$ cat src/osl_pkg.sv
// Shared types and constants for the occluded column span list.
`default_nettype none
package osl_pkg;

   localparam int COL_W = 12;
   localparam int VAL_W = 16;
   localparam int SCR_W = 13;

   localparam logic signed [VAL_W-1:0] LO_INF = -16'sd16384;
   localparam logic signed [VAL_W-1:0] HI_INF = 16'sd16383;

   localparam logic [1:0] ACT_CLEAR = 2'd0;
   localparam logic [1:0] ACT_SOLID = 2'd1;
   localparam logic [1:0] ACT_PASS  = 2'd2;

   typedef struct packed {
      logic signed [VAL_W-1:0] lo;
      logic signed [VAL_W-1:0] hi;
   } span_type;

   localparam span_type LEFT_SENTINEL = '{lo: LO_INF, hi: -16'sd1};

   typedef enum logic [2:0] {
      OP_HOLD,
      OP_ROT,
      OP_INS,
      OP_DROP,
      OP_CLEAR
   } cell_op_type;

   typedef enum logic [1:0] {
      ST_IDLE,
      ST_SEEK,
      ST_MERGE,
      ST_ROTATE
   } state_type;

   typedef struct packed {
      cell_op_type op;
      span_type    tail;
      span_type    clear_hi;
   } chain_ctl_type;

endpackage
`default_nettype wire

$ cat src/occluded_column_span_list_core.sv
// Top level of the occluded column span list: sequencer, cell chain and result register.
// A clip item makes one full rotation of the chain, one cell per cycle unless a result
// stall holds it; a clear or ignored item is handled in the idle state. No new item is
// taken until the last one is done. Results leave through a one-word output register,
// one per cycle while the receiver keeps rsp_tready high.
// Reset (synchronous) loads the two sentinels with a screen width of 320.
`default_nettype none
module occluded_column_span_list_core
   import osl_pkg::*;
#(
   parameter int MAX_SPANS = 32,
   parameter int MAX_WIDTH = 4096
) (
   input  wire logic             clock,
   input  wire logic             reset,
   input  wire logic             csr_wr_en,
   input  wire logic [SCR_W-1:0] csr_wr_data,
   input  wire logic             req_tvalid,
   output logic                  req_tready,
   // [11:0] first_col, [23:12] last_col
   input  wire logic [23:0]      req_tdata,
   // [1:0] action
   input  wire logic [1:0]       req_tuser,
   output logic                  rsp_tvalid,
   input  wire logic             rsp_tready,
   // [11:0] frag_first, [23:12] frag_last
   output logic [23:0]           rsp_tdata,
   output logic                  rsp_tlast,
   // [0] overflow
   output logic                  rsp_tuser
);

   localparam int CW = $clog2(MAX_SPANS + 1);
   localparam int RW = $clog2(2 * MAX_SPANS + 1);
   localparam int RST_W = (MAX_WIDTH < 320) ? MAX_WIDTH : 320;
   localparam logic [SCR_W:0] MAX_W = (SCR_W + 1)'(MAX_WIDTH);

   state_type             state_ff, state_in;
   logic [CW-1:0]         cnt_ff, cnt_in;
   logic [CW-1:0]         u_ff, u_in;
   logic [RW-1:0]         rem_ff, rem_in;
   logic [COL_W-1:0]      f_ff, f_in, l_ff, l_in;
   logic                  ins_ff, ins_in;
   logic signed [VAL_W-1:0] plo_ff, plo_in, prev_ff, prev_in;
   logic [SCR_W-1:0]      screen_ff;

   logic                  rsp_valid_ff;
   logic [COL_W-1:0]      first_ff, last_ff;
   logic                  tlast_ff, ovf_ff;

   chain_ctl_type         ctl;
   span_type              cell_q [MAX_SPANS];
   span_type              h;

   logic                  accept, out_free, full;
   logic [1:0]            req_action;
   logic [COL_W-1:0]      req_first, req_last;
   logic signed [VAL_W-1:0] fv, lv, plo_s, hlo_m1, clear_lo;
   logic                  h_below, f_left, gap_before, l_inside, go_clip;

   logic                  emit, e_tlast, e_ovf;
   logic signed [VAL_W-1:0] e_first, e_last;

   assign req_action = req_tuser;
   assign req_first  = req_tdata[11:0];
   assign req_last   = req_tdata[23:12];
   assign req_tready = (state_ff == ST_IDLE);
   assign accept     = req_tvalid && req_tready;
   assign go_clip    = (req_action == ACT_SOLID || req_action == ACT_PASS)
                       && (req_last >= req_first);
   assign out_free   = !rsp_valid_ff || rsp_tready;
   assign full       = (cnt_ff == CW'(MAX_SPANS));

   assign h          = cell_q[0];
   assign fv         = $signed({{(VAL_W - COL_W){1'b0}}, f_ff});
   assign lv         = $signed({{(VAL_W - COL_W){1'b0}}, l_ff});
   assign hlo_m1     = h.lo - 16'sd1;
   assign h_below    = h.hi < (fv - 16'sd1);
   assign f_left     = fv < h.lo;
   assign gap_before = lv < hlo_m1;
   assign l_inside   = lv <= h.hi;
   assign plo_s      = (f_left && ins_ff) ? fv : h.lo;

   always_comb begin
      if (screen_ff == '0) begin
         clear_lo = 16'sd1;
      end else if ({1'b0, screen_ff} > MAX_W) begin
         clear_lo = $signed(VAL_W'(MAX_W));
      end else begin
         clear_lo = $signed(VAL_W'(screen_ff));
      end
   end

   // cell chain
   for (genvar i = 0; i < MAX_SPANS; i++) begin : g_cell
      span_type nxt;
      if (i == MAX_SPANS - 1) begin : g_tail
         assign nxt = ctl.tail;
      end else begin : g_mid
         assign nxt = cell_q[i + 1];
      end
      osl_cell #(
         .IDX    (i),
         .UW     (CW),
         .RST_LO (RST_W)
      ) u_cell (
         .clock   (clock),
         .reset   (reset),
         .ctl     (ctl),
         .u       (u_ff),
         .next_in (nxt),
         .q       (cell_q[i])
      );
   end

   // next state
   always_comb begin
      state_in = state_ff;
      unique case (state_ff)
         ST_IDLE: begin
            if (accept && go_clip) begin
               state_in = ST_SEEK;
            end
         end
         ST_SEEK: begin
            if (!h_below && !(f_left && !out_free)) begin
               if ((f_left && gap_before) || l_inside) begin
                  state_in = ST_ROTATE;
               end else begin
                  state_in = ST_MERGE;
               end
            end
         end
         ST_MERGE: begin
            if (out_free && (gap_before || l_inside)) begin
               state_in = ST_ROTATE;
            end
         end
         ST_ROTATE: begin
            if (rem_ff == '0) begin
               state_in = ST_IDLE;
            end
         end
         default: begin
            state_in = ST_IDLE;
         end
      endcase
   end

   // datapath and chain control
   always_comb begin
      ctl.op       = OP_HOLD;
      ctl.tail     = h;
      ctl.clear_hi = '{lo: clear_lo, hi: HI_INF};
      cnt_in       = cnt_ff;
      u_in         = u_ff;
      f_in         = f_ff;
      l_in         = l_ff;
      ins_in       = ins_ff;
      plo_in       = plo_ff;
      prev_in      = prev_ff;
      emit         = 1'b0;
      e_first      = fv;
      e_last       = lv;
      e_tlast      = 1'b0;
      e_ovf        = 1'b0;
      unique case (state_ff)
         ST_IDLE: begin
            if (accept) begin
               f_in   = req_first;
               l_in   = req_last;
               ins_in = (req_action == ACT_SOLID);
               u_in   = cnt_ff;
               if (req_action == ACT_CLEAR) begin
                  ctl.op = OP_CLEAR;
                  cnt_in = CW'(2);
               end
            end
         end
         ST_SEEK: begin
            if (h_below) begin
               ctl.op = OP_ROT;
               u_in   = u_ff - 1'b1;
            end else if (!(f_left && !out_free)) begin
               if (f_left && gap_before) begin
                  emit    = 1'b1;
                  e_tlast = 1'b1;
                  e_ovf   = ins_ff && full;
                  if (ins_ff && !full) begin
                     ctl.op   = OP_INS;
                     ctl.tail = '{lo: fv, hi: lv};
                     cnt_in   = cnt_ff + 1'b1;
                  end
               end else begin
                  emit    = f_left;
                  e_last  = hlo_m1;
                  e_tlast = l_inside;
                  if (l_inside) begin
                     ctl.op   = OP_ROT;
                     ctl.tail = '{lo: plo_s, hi: h.hi};
                     u_in     = u_ff - 1'b1;
                  end else begin
                     plo_in  = plo_s;
                     prev_in = h.hi;
                     u_in    = u_ff - 1'b1;
                     if (ins_ff) begin
                        ctl.op = OP_DROP;
                        cnt_in = cnt_ff - 1'b1;
                     end else begin
                        ctl.op = OP_ROT;
                     end
                  end
               end
            end
         end
         ST_MERGE: begin
            if (out_free) begin
               emit    = 1'b1;
               e_first = prev_ff + 16'sd1;
               if (gap_before) begin
                  e_last  = lv;
                  e_tlast = 1'b1;
                  if (ins_ff) begin
                     ctl.op   = OP_INS;
                     ctl.tail = '{lo: plo_ff, hi: lv};
                     cnt_in   = cnt_ff + 1'b1;
                  end
               end else begin
                  e_last  = hlo_m1;
                  e_tlast = l_inside;
                  u_in    = u_ff - 1'b1;
                  if (l_inside) begin
                     ctl.op = OP_ROT;
                     if (ins_ff) begin
                        ctl.tail = '{lo: plo_ff, hi: h.hi};
                     end
                  end else begin
                     prev_in = h.hi;
                     if (ins_ff) begin
                        ctl.op = OP_DROP;
                        cnt_in = cnt_ff - 1'b1;
                     end else begin
                        ctl.op = OP_ROT;
                     end
                  end
               end
            end
         end
         ST_ROTATE: begin
            if (rem_ff != '0) begin
               ctl.op = OP_ROT;
            end
         end
         default: begin
         end
      endcase
   end

   always_comb begin
      rem_in = rem_ff;
      if (state_ff == ST_ROTATE) begin
         if (rem_ff != '0) begin
            rem_in = rem_ff - 1'b1;
         end
      end else if (state_in == ST_ROTATE) begin
         rem_in = RW'(u_in) + RW'(MAX_SPANS) - RW'(cnt_in);
      end
   end

   always_ff @(posedge clock) begin
      if (reset) begin
         state_ff     <= ST_IDLE;
         cnt_ff       <= CW'(2);
         u_ff         <= '0;
         rem_ff       <= '0;
         screen_ff    <= SCR_W'(320);
         rsp_valid_ff <= 1'b0;
      end else begin
         state_ff <= state_in;
         cnt_ff   <= cnt_in;
         u_ff     <= u_in;
         rem_ff   <= rem_in;
         if (csr_wr_en) begin
            screen_ff <= csr_wr_data;
         end
         if (emit) begin
            rsp_valid_ff <= 1'b1;
         end else if (rsp_tready) begin
            rsp_valid_ff <= 1'b0;
         end
      end
   end

   always_ff @(posedge clock) begin
      f_ff    <= f_in;
      l_ff    <= l_in;
      ins_ff  <= ins_in;
      plo_ff  <= plo_in;
      prev_ff <= prev_in;
      if (emit) begin
         first_ff <= e_first[COL_W-1:0];
         last_ff  <= e_last[COL_W-1:0];
         tlast_ff <= e_tlast;
         ovf_ff   <= e_ovf;
      end
   end

   assign rsp_tvalid = rsp_valid_ff;
   assign rsp_tdata  = {last_ff, first_ff};
   assign rsp_tlast  = tlast_ff;
   assign rsp_tuser  = ovf_ff;

`ifndef SYNTHESIS
   a_cnt_range: assert property (@(posedge clock) disable iff (reset)
      cnt_ff >= CW'(1) && cnt_ff <= CW'(MAX_SPANS))
      else $error("span count out of range");

   a_ins_room: assert property (@(posedge clock) disable iff (reset)
      ctl.op == OP_INS |-> cnt_ff < CW'(MAX_SPANS))
      else $error("insert into a full chain");

   a_emit_state: assert property (@(posedge clock) disable iff (reset)
      emit |-> (state_ff == ST_SEEK || state_ff == ST_MERGE) && out_free)
      else $error("fragment emitted outside a clip scan");

   a_idle_rot: assert property (@(posedge clock) disable iff (reset)
      $rose(rsp_valid_ff) |-> $past(state_ff == ST_SEEK || state_ff == ST_MERGE))
      else $error("result raised outside a clip scan");
`endif

endmodule
`default_nettype wire

$ cat src/osl_cell.sv
// One cell of the span chain: holds a single span and shifts with its neighbour.
`default_nettype none
module osl_cell
   import osl_pkg::*;
#(
   parameter int IDX    = 0,
   parameter int UW     = 6,
   parameter int RST_LO = 320
) (
   input  wire logic          clock,
   input  wire logic          reset,
   input  wire chain_ctl_type ctl,
   input  wire logic [UW-1:0] u,
   input  wire span_type      next_in,
   output span_type           q
);

   localparam logic [UW-1:0] IDX_U = UW'(IDX);

   span_type q_ff;
   span_type q_in;

   always_comb begin
      q_in = q_ff;
      case (ctl.op)
         OP_ROT: begin
            q_in = next_in;
         end
         OP_INS: begin
            if (IDX_U >= u) begin
               q_in = next_in;
            end
         end
         OP_DROP: begin
            if (IDX_U < u) begin
               q_in = next_in;
            end
         end
         OP_CLEAR: begin
            if (IDX == 0) begin
               q_in = LEFT_SENTINEL;
            end else if (IDX == 1) begin
               q_in = ctl.clear_hi;
            end
         end
         default: begin
         end
      endcase
   end

   always_ff @(posedge clock) begin
      if (reset && IDX == 0) begin
         q_ff <= LEFT_SENTINEL;
      end else if (reset && IDX == 1) begin
         q_ff <= '{lo: VAL_W'(RST_LO), hi: HI_INF};
      end else begin
         q_ff <= q_in;
      end
   end

   assign q = q_ff;

endmodule
`default_nettype wire

$ cat config.mk
export PLATFORM = sky130hd
export DESIGN_NAME = occluded_column_span_list_core
export DESIGN_NICKNAME = d
export VERILOG_FILES = /design/src/osl_pkg.sv /design/src/occluded_column_span_list_core.sv /design/src/osl_cell.sv
export SDC_FILE = /design/constraint.sdc
export NUM_CORES = 1
export LEC_CHECK = 0
export ABC_AREA = 1
export BUFFER_PORTS_ARGS = -buffer_cell sky130_fd_sc_hd__buf_4
export CAP_MARGIN = 20
export CORE_ASPECT_RATIO = 2
export CORE_MARGIN = 3
export CORE_UTILIZATION = 40
export DETAILED_ROUTE_END_ITERATION = 8
export GPL_TIMING_DRIVEN = 0
export SLEW_MARGIN = 10
export SYNTH_ARGS = -nofsm -noshare
export SYNTH_HDL_FRONTEND = slang
export SYNTH_SLANG_ARGS = --single-unit
export TNS_END_PERCENT = 10
$ cat constraint.sdc
create_clock -name clock -period 6.3 [get_ports clock]
set_clock_uncertainty 0.2 [all_clocks]
set_input_delay 1.89 -clock clock [delete_from_list [all_inputs] [get_ports clock]]
set_output_delay 1.89 -clock clock [all_outputs]
set_load 0.005 [all_outputs]
==> results of run 1 <==
[cell type report]
cell class | count | area share [%]
clock buffers | 113 | 5.30
repair buffers | 120 | 2.69
clock inverters | 67 | 1.65
flip-flops and latches | 1138 | 69.0
well taps | 1344 | 3.50
plain buffers | 77 | 0.775
inverters | 252 | 1.97
multi-input cells | 1289 | 15.1
diodes | 1 | 0.00520
[per-layer routing]
layer	GRT usage, %	vias to the layer above	wire, µm
met4	9.42	0	5800
met1	17.9	10700	31800
li1	-	10300	-
met3	2.81	210	3820
met2	31.0	551	47800
met5	0	-	0
[worst max-delay path, delay by kind of cell (launching register included)]
kind / cells / cell delay, ns
compound gates: 4 / 0.70
simple gates: 19 / 2.27
fa+ha+maj: 4 / 1.30
flops: 1 / 0.42
buf+inv: 4 / 0.58
xor+xnor: 1 / 0.20
[cell usage in the layout, fill, tap and decap left out, types with 11 or more instances in the layout]
cell type	netlist	layout
a21oi_1	98	80
a21oi_4	0	17
a22oi_1	14	14
buf_12	0	19
buf_2	12	12
buf_4	4	93
bufinv_16	0	13
clkbuf_1	50	62
clkbuf_16	0	99
clkinv_1	6	23
clkinv_2	0	15
dfxtp_1	99	99
edfxtp_1	1039	1039
ha_1	89	89
inv_1	236	235
inv_2	10	11
nand2_1	385	384
nand2_2	11	12
nand3_1	154	153
nand4_1	13	13
nor2_1	185	176
nor3_1	23	15
o21ai_0	144	143
o22ai_1	28	28
or2_2	30	30
xnor2_1	11	11
xor2_1	29	29
[where the power goes]
group          total [mW]  switching, mW  internal (mW)
logic                7.02           4.90           2.12
registers            12.0          0.833           11.2
clock network        6.16           2.69           3.47
[state kept, by name, summed over array words and instances (netlist names)]
signal	flops
screen_ff	13
rsp_tlast	1
rsp_tvalid	1
plo_ff	16
u_ff	6
rem_ff	7
first_ff	12
last_ff	12
rsp_tuser	1
cnt_ff	6
ins_ff	1
prev_ff	12
l_ff	12
g_cell.u_cell.q	1024
f_ff	12
state_ff	2
[metrics by stage]
step	TNS [ns]	power, mW	area [µm²]
2_1_floorplan	-25.44	16.2	41400
3_3_place_gp	-1984.43	18.8	43600
3_5_place_dp	-101.38	19.3	44600
4_1_cts	0	25.5	48000
5_1_grt	0	26.7	48100
6_report	0	25.2	48100
[cells by family (layout without fill, tap and decap cells)]
logic type / Yosys count / after routing / synth area share [%]
AOI/OAI and AO/OA: 332 / 332 / 4.45
other: 0 / 1 / 0
DFF: 1138 / 1138 / 80.1
adders and majority gates: 90 / 90 / 2.74
buffers and inverters: 329 / 629 / 3.18
and+or+nand+nor: 827 / 827 / 8.69
xor gates and xnor gates: 40 / 40 / 0.846
[repair_timing]
action | in CTS | in global routing
buffers inserted | 4 | 2
gates resized for setup | 8 | 8
pin swaps | 3 | 0
gates cloned | 0 | 0
setup endpoints to repair | 598 | 317
hold endpoints to repair | 0 | 0
[worst paths after layout]
path	from	end	slack (ns)	cells past startpoint
setup / recovery	f_ff[0]	rem_ff[5]	0.51	32
hold / removal	g_cell[11].u_cell.q[2]	g_cell[10].u_cell.q[2]	0.20	0
setup reg to reg	f_ff[0]	rem_ff[5]	0.51	32
hold reg to reg	g_cell[11].u_cell.q[2]	g_cell[10].u_cell.q[2]	0.20	0
==> out/results.tsv, run 1 <==
metric	value	unit
Initial Utilization	40.4	%
Worst Setup Slack, final	0.513	ns
synthesis-stage register bit count	1138	
Sink Count	1138	
Core Area	103000	µm²
TritonCTS clock tree	done	
Post-synth EDFFs	1039	
Worst EP required	6.68	ns
pwr/cell area	524	nW/µm²
sequential fraction of the synthesis area	80.1	%
drt wl/cell	20.3	µm
Synth warnings	0	
Placer Congestion	0.937	
number of DRC markers in iteration 0	1507	
number of buffers created by CTS	95	
crit path max-delay cell type	edfxtp_1	
fin crit share	91.9	%
crit start category	register	
largest cells by area after synthesis	edfxtp_1 (75%), dfxtp_1 (4.8%), nand2_1 (3.5%), ha_1 (2.7%), inv_1 (2.1%)	
final std cells w/o fill	4401	
final hold violations	0	
Tot GR Track Use	16.8	%
largest net degree at the start of global routing	33	
syn nets	2890	
total grt overflow	0	
H-tree depth	3	
clk buf depth	3	
Die Y-Extent	461	µm
Worst-Margin Slew	1.01	ns
unrepaired setup endpoints after global routing	no	
fin util	46.9	%
top_reg_cell synth	edfxtp_1	
critical-path maximum fanout	9	
HPWL after DPL	66600	µm
outcome	finished clean	
ys async rst share	0	%
Final setup viols	0	
CP dominant cell by count	nand2_1	
initial antenna violation count	1	
1st-pass router iterations	6	
fmax	173	MHz
post-layout minimum cycle time	5.79	ns
Post-Syn Area	41400	µm²
vias in the first global route	21800	
die area	108000	µm²
Via density	4.94	
Setup CP Type	register to register	
share of layout cells above drive strength 1	13.3	%
# hold bufs at CTS	0	
Critical Path End Type	register	
max-cap violations	0	
pre-CTS WS	-0.803	ns
Final nets	3107	
Distinct cells, synth	50	
residual DRC count	0	
Worst Path Arrival	6.17	ns
remaining antenna violation count	0	
Fin Hold WS	0.198	ns
first-pass GRT wire length	133000	µm
cell with the most instances after synthesis	edfxtp_1	
worst vdd ir	0.000243	V
IO Pins	72	
area leader, netlist	edfxtp_1	
CP peak stage delay	0.42	ns
min-delay worst type	register to register	
Syn Inst Count	2756	
Clk Tree Root Cell	clkbuf_16	
Clock Latency Late Sink	0.68	ns
Reg clk slew, reported paths	0.07	ns
IO Port Bufs	70	
Die Width	234	µm
Avg Inst Size Synth	15.0	µm²
routed wire length	89300	µm
fill count	8930	
DR vias	21700	
Std-Cell Rows	166	
Max transition margin	31.7	%
area grow syn2layout	16.1	%
sequential cell area	33200	µm²
dpl cells	4212	
synth cell count leaders	edfxtp_1 (1,039), nand2_1 (385), inv_1 (236), nor2_1 (185), nand3_1 (154)	
Slew Limit Fails	0	
Leak	17.3	nW
top cell type's share of synthesized area	75.3	%
Multi-input gate area	7280	µm²
No activity file was read; power rests on OpenSTA's default activity.
==> inputs of run 2 (changes only) <==
--- a/config.mk
+++ b/config.mk
@@ -5,7 +5,6 @@
 export SDC_FILE = /design/constraint.sdc
 export NUM_CORES = 1
 export LEC_CHECK = 0
-export ABC_AREA = 1
 export BUFFER_PORTS_ARGS = -buffer_cell sky130_fd_sc_hd__buf_4
 export CAP_MARGIN = 20
 export CORE_ASPECT_RATIO = 2
@@ -13,6 +12,7 @@
 export CORE_UTILIZATION = 40
 export DETAILED_ROUTE_END_ITERATION = 8
 export GPL_TIMING_DRIVEN = 0
+export SKIP_LAST_GASP = 1
 export SLEW_MARGIN = 10
 export SYNTH_ARGS = -nofsm -noshare
 export SYNTH_HDL_FRONTEND = slang
==> run 2 against run 1 <==
Net effect: the run now ends with negative setup slack left; hold slack better by 0.0016 ns; first-iteration DRC count is 3.1% higher; power is 32% lower; count of clock-buffer cells in the layout is 5 lower; non-clock buffer count is 45 higher; maximum frequency is 9.4% lower; die area is 1.8% lower.
==> out/results.tsv, run 2 <==
metric	value	unit	change
Tot GR Track Use	17.9	%	+1.1 points
Setup CP Type	register to register		
Placer Congestion	0.947		+1.0%
largest cells by area after synthesis	edfxtp_1 (77%), dfxtp_1 (4.9%), ha_1 (2.7%), nand2_1 (1.2%), mux2i_1 (1.1%)		
Sink Count	1138		unchanged
DR vias	20600		-5.2%
Std-Cell Rows	164		-1.2%
design area	47700	µm²	-0.88%
fmax	156	MHz	-9.4%
Critical Path End Type	register		
WHS Path Cells	0		unchanged
share of layout cells above drive strength 1	16.7	%	+3.5 points
Setup crit end	rem_ff[6]		
failing checks	negative setup slack		
Final setup viols	8		+8
synthesis-stage register bit count	1138		unchanged
Die Width	231	µm	-0.91%
Synth Area in XOR/XNOR	0.948	%	+0.10 points
Psw	4.35	mW	-48%
# hold bufs at CTS	0		unchanged
Reg2Reg Setup Slack	-0.09	ns	-0.60 ns
switching share of total power	25.5	%	-7.9 points
dpl cells	3697		-12%
synth cell count leaders	edfxtp_1 (1,039), nand2_1 (128), dfxtp_1 (99), ha_1 (89), inv_1 (81)		
Combinational Power Share	12.8	%	-15 points
Clk Tree Root Cell	clkbuf_16		
first-pass GRT wire length	138000	µm	+3.7%
pwr/cell area	358	nW/µm²	-32%
Core Area	100000	µm²	-2.2%
largest family of logic cells by synthesized area	compound AO/OA/AOI/OAI gates		
flip-flop count of the largest register after layout	1024		unchanged
cell with the most instances after synthesis	edfxtp_1		
Distinct cells, synth	78		+56%
Worst EP required	6.68	ns	about the same
RR Endpoint	rem_ff[6]		
Final nets	2636		-15%
Worst-Margin Slew	1.09	ns	+0.0764 ns
Cell Area, Placed	44000	µm²	-1.5%
Fin Hold WS	0.200	ns	+0.00164 ns
unrepaired setup endpoints after global routing	yes		
H-tree depth	3		unchanged
Synth warnings	0		unchanged
IO Pins	72		unchanged
critical-path maximum fanout	8		-1
Post-synth EDFFs	1039		unchanged
max-cap violations	0		unchanged
total power	17.1	mW	-32%
part of the power in registers	53.7	%	+6.0 points
Max transition margin	27.4	%	-4.4 points
pre-CTS WS	-1.92	ns	-1.12 ns
number of buffers created by CTS	93		-2.1%
total grt overflow	0		unchanged
Clock Latency Late Sink	0.69	ns	about the same
IO Port Bufs	69		-1.4%
fin crit share	101	%	+9.6 points
Clk pwr share	33.5	%	+9.1 points
outcome	finished, violations left		
Worst Path Arrival	6.77	ns	+0.60 ns
Slew Limit Fails	0		unchanged
number of DRC markers in iteration 0	1554		+3.1%
HPWL after DPL	69800	µm	+4.8%
drt wl/cell	24.3	µm	+20%
Internal	12.7	mW	-24%
top_reg_cell synth	edfxtp_1		
Via density	5.27		+6.8%
area grow syn2layout	17.3	%	
CP Launch Point	f_ff[6]		
initial antenna violation count	2		+1
Reg clk slew, reported paths	0.07	ns	about the same
Syn Inst Count	2252		-18%
remaining antenna violation count	0		unchanged
sequential fraction of the synthesis area	81.6	%	+1.5 points
Synth Area in Adders	2.79	%	+0.052 points
Leak	15.7	nW	-9.1%
simple logic cell fraction of the synthesized area	4.22	%	-4.5 points
leading cell type in the layout, fill and taps excluded	edfxtp_1		
die area	106000	µm²	-1.8%
most frequent cells in the layout	edfxtp_1 (1,039), nand2_1 (127), buf_4 (119)		
final hold violations	0		unchanged
clk buf depth	3		unchanged
Worst Setup Slack, final	-0.0901	ns	-0.603 ns
fin util	47.5	%	+0.63 points
Post-Syn Area	40700	µm²	-1.9%
worst r2r src	f_ff[6]		
ys async rst share	0	%	unchanged
largest net degree at the start of global routing	28		-15%
Die Y-Extent	457	µm	-0.92%
multiplexer share of the synthesized area	1.58	%	+1.6 points
post-layout minimum cycle time	6.39	ns	+0.603 ns
routed wire length	95000	µm	+6.4%
syn nets	2386		-17%
top cell type's share of synthesized area	76.7	%	+1.4 points
vias in the first global route	21500		-1.2%
path depth of the worst reg2reg path	21		-34%
Avg Inst Size Synth	18.1	µm²	+20%
area leader, netlist	edfxtp_1		
Initial Utilization	40.5	%	+0.14 points
TritonCTS clock tree	done		
residual DRC count	0		unchanged
TNS Setup	-0.106	ns	-0.106 ns
Compound-Gate Fraction of Synth Area	7.13	%	+2.7 points
1st-pass router iterations	7		+1
crit start category	register		
worst vdd ir	0.000241	V	-0.81%
final std cells w/o fill	3908		-11%
min-delay worst type	register to register		
## run 2: cell types whose count changed in the layout (fill, tap and decap cells not counted), sizes merged, moves of 28 or more
| cell | delta |
|---|---|
| a21oi | -35 |
| buf | +35 |
| inv | -159 |
| mux2i | +47 |
| nand2 | -270 |
| nand3 | -134 |
| nor2 | -116 |
| o21ai | -82 |
| o32a | +32 |
| or2 | -28 |
## run 2: final cells by class
cell class                 count  area (µm²)
buffer                        83         385
antenna                        2        5.00
sequential                  1138       33200
clock buffer                 108        2470
timing repair buffer         159        1720
inverter                      83         312
clock inverter                63         578
fill                        8226       52700
multi-input combinational    944        7380
tap                         1328        1660
## run 2: timing repair
action	4_1_cts	5_1_grt
endpoints found under the setup margin	969	429
setup buffers	17	23
cloned	0	0
gates resized for setup	37	26
pin swaps	5	14
## run 2: logic make-up after synthesis
family / Yosys count
fa+ha+maj: 90
xor+xnor: 44
compound gates: 390
buf+inv: 170
mux: 60
flops: 1138
simple gates: 360
## run 2: layer usage
metal	global-route usage, %	vias up	routed length [µm]
met1	18.8	10400	33100
met2	34.0	629	52500
met4	9.49	0	5330
met3	2.75	219	4000
met5	0	-	0
li1	-	9322	-
## run 2: worst min path at each step
| stage | start | to | slack (ns) |
|---|---|---|---|
| after CTS | g_cell[31].u_cell.q[11] | g_cell[30].u_cell.q[11] | 0.20 |
| after global routing | g_cell[31].u_cell.q[11] | g_cell[30].u_cell.q[11] | 0.21 |
| final | g_cell[31].u_cell.q[11] | g_cell[30].u_cell.q[11] | 0.20 |
| after global placement | g_cell[18].u_cell.q[11] | g_cell[17].u_cell.q[11] | 0.20 |
| after detailed placement | g_cell[11].u_cell.q[4] | g_cell[10].u_cell.q[4] | 0.20 |
| after floorplan | g_cell[11].u_cell.q[0] | g_cell[10].u_cell.q[0] | 0.20 |
## run 2: power groups by stage
stage               clock, mW  sequential [mW]  combinational, mW
floorplan                   0             9.24               1.21
global placement            0             9.40               1.81
detailed placement          0             9.34               2.06
CTS                      5.92             9.18               2.13
global route             6.20             9.21               2.35
finish                   5.73             9.17               2.19
## run 2: critical path, cell delays in order, from the launching register on
cell and delay (ns):
edfxtp_1 0.42, buf_2 0.23, or4_1 0.47, or4_4 0.54
ha_1 0.34, nand2_1 0.12, nor4_4 0.33, o2111ai_2 0.19
nand4_1 0.24, buf_4 0.18, a41oi_1 0.21, o21ai_1 0.47
a21oi_1 0.07, o21ai_0 0.50, ha_1 0.35, ha_1 0.36
a21oi_2 0.18, o21bai_1 0.09, a21oi_1 0.17, xnor2_1 0.21
nor3_1 0.08, nor4_1 0.33
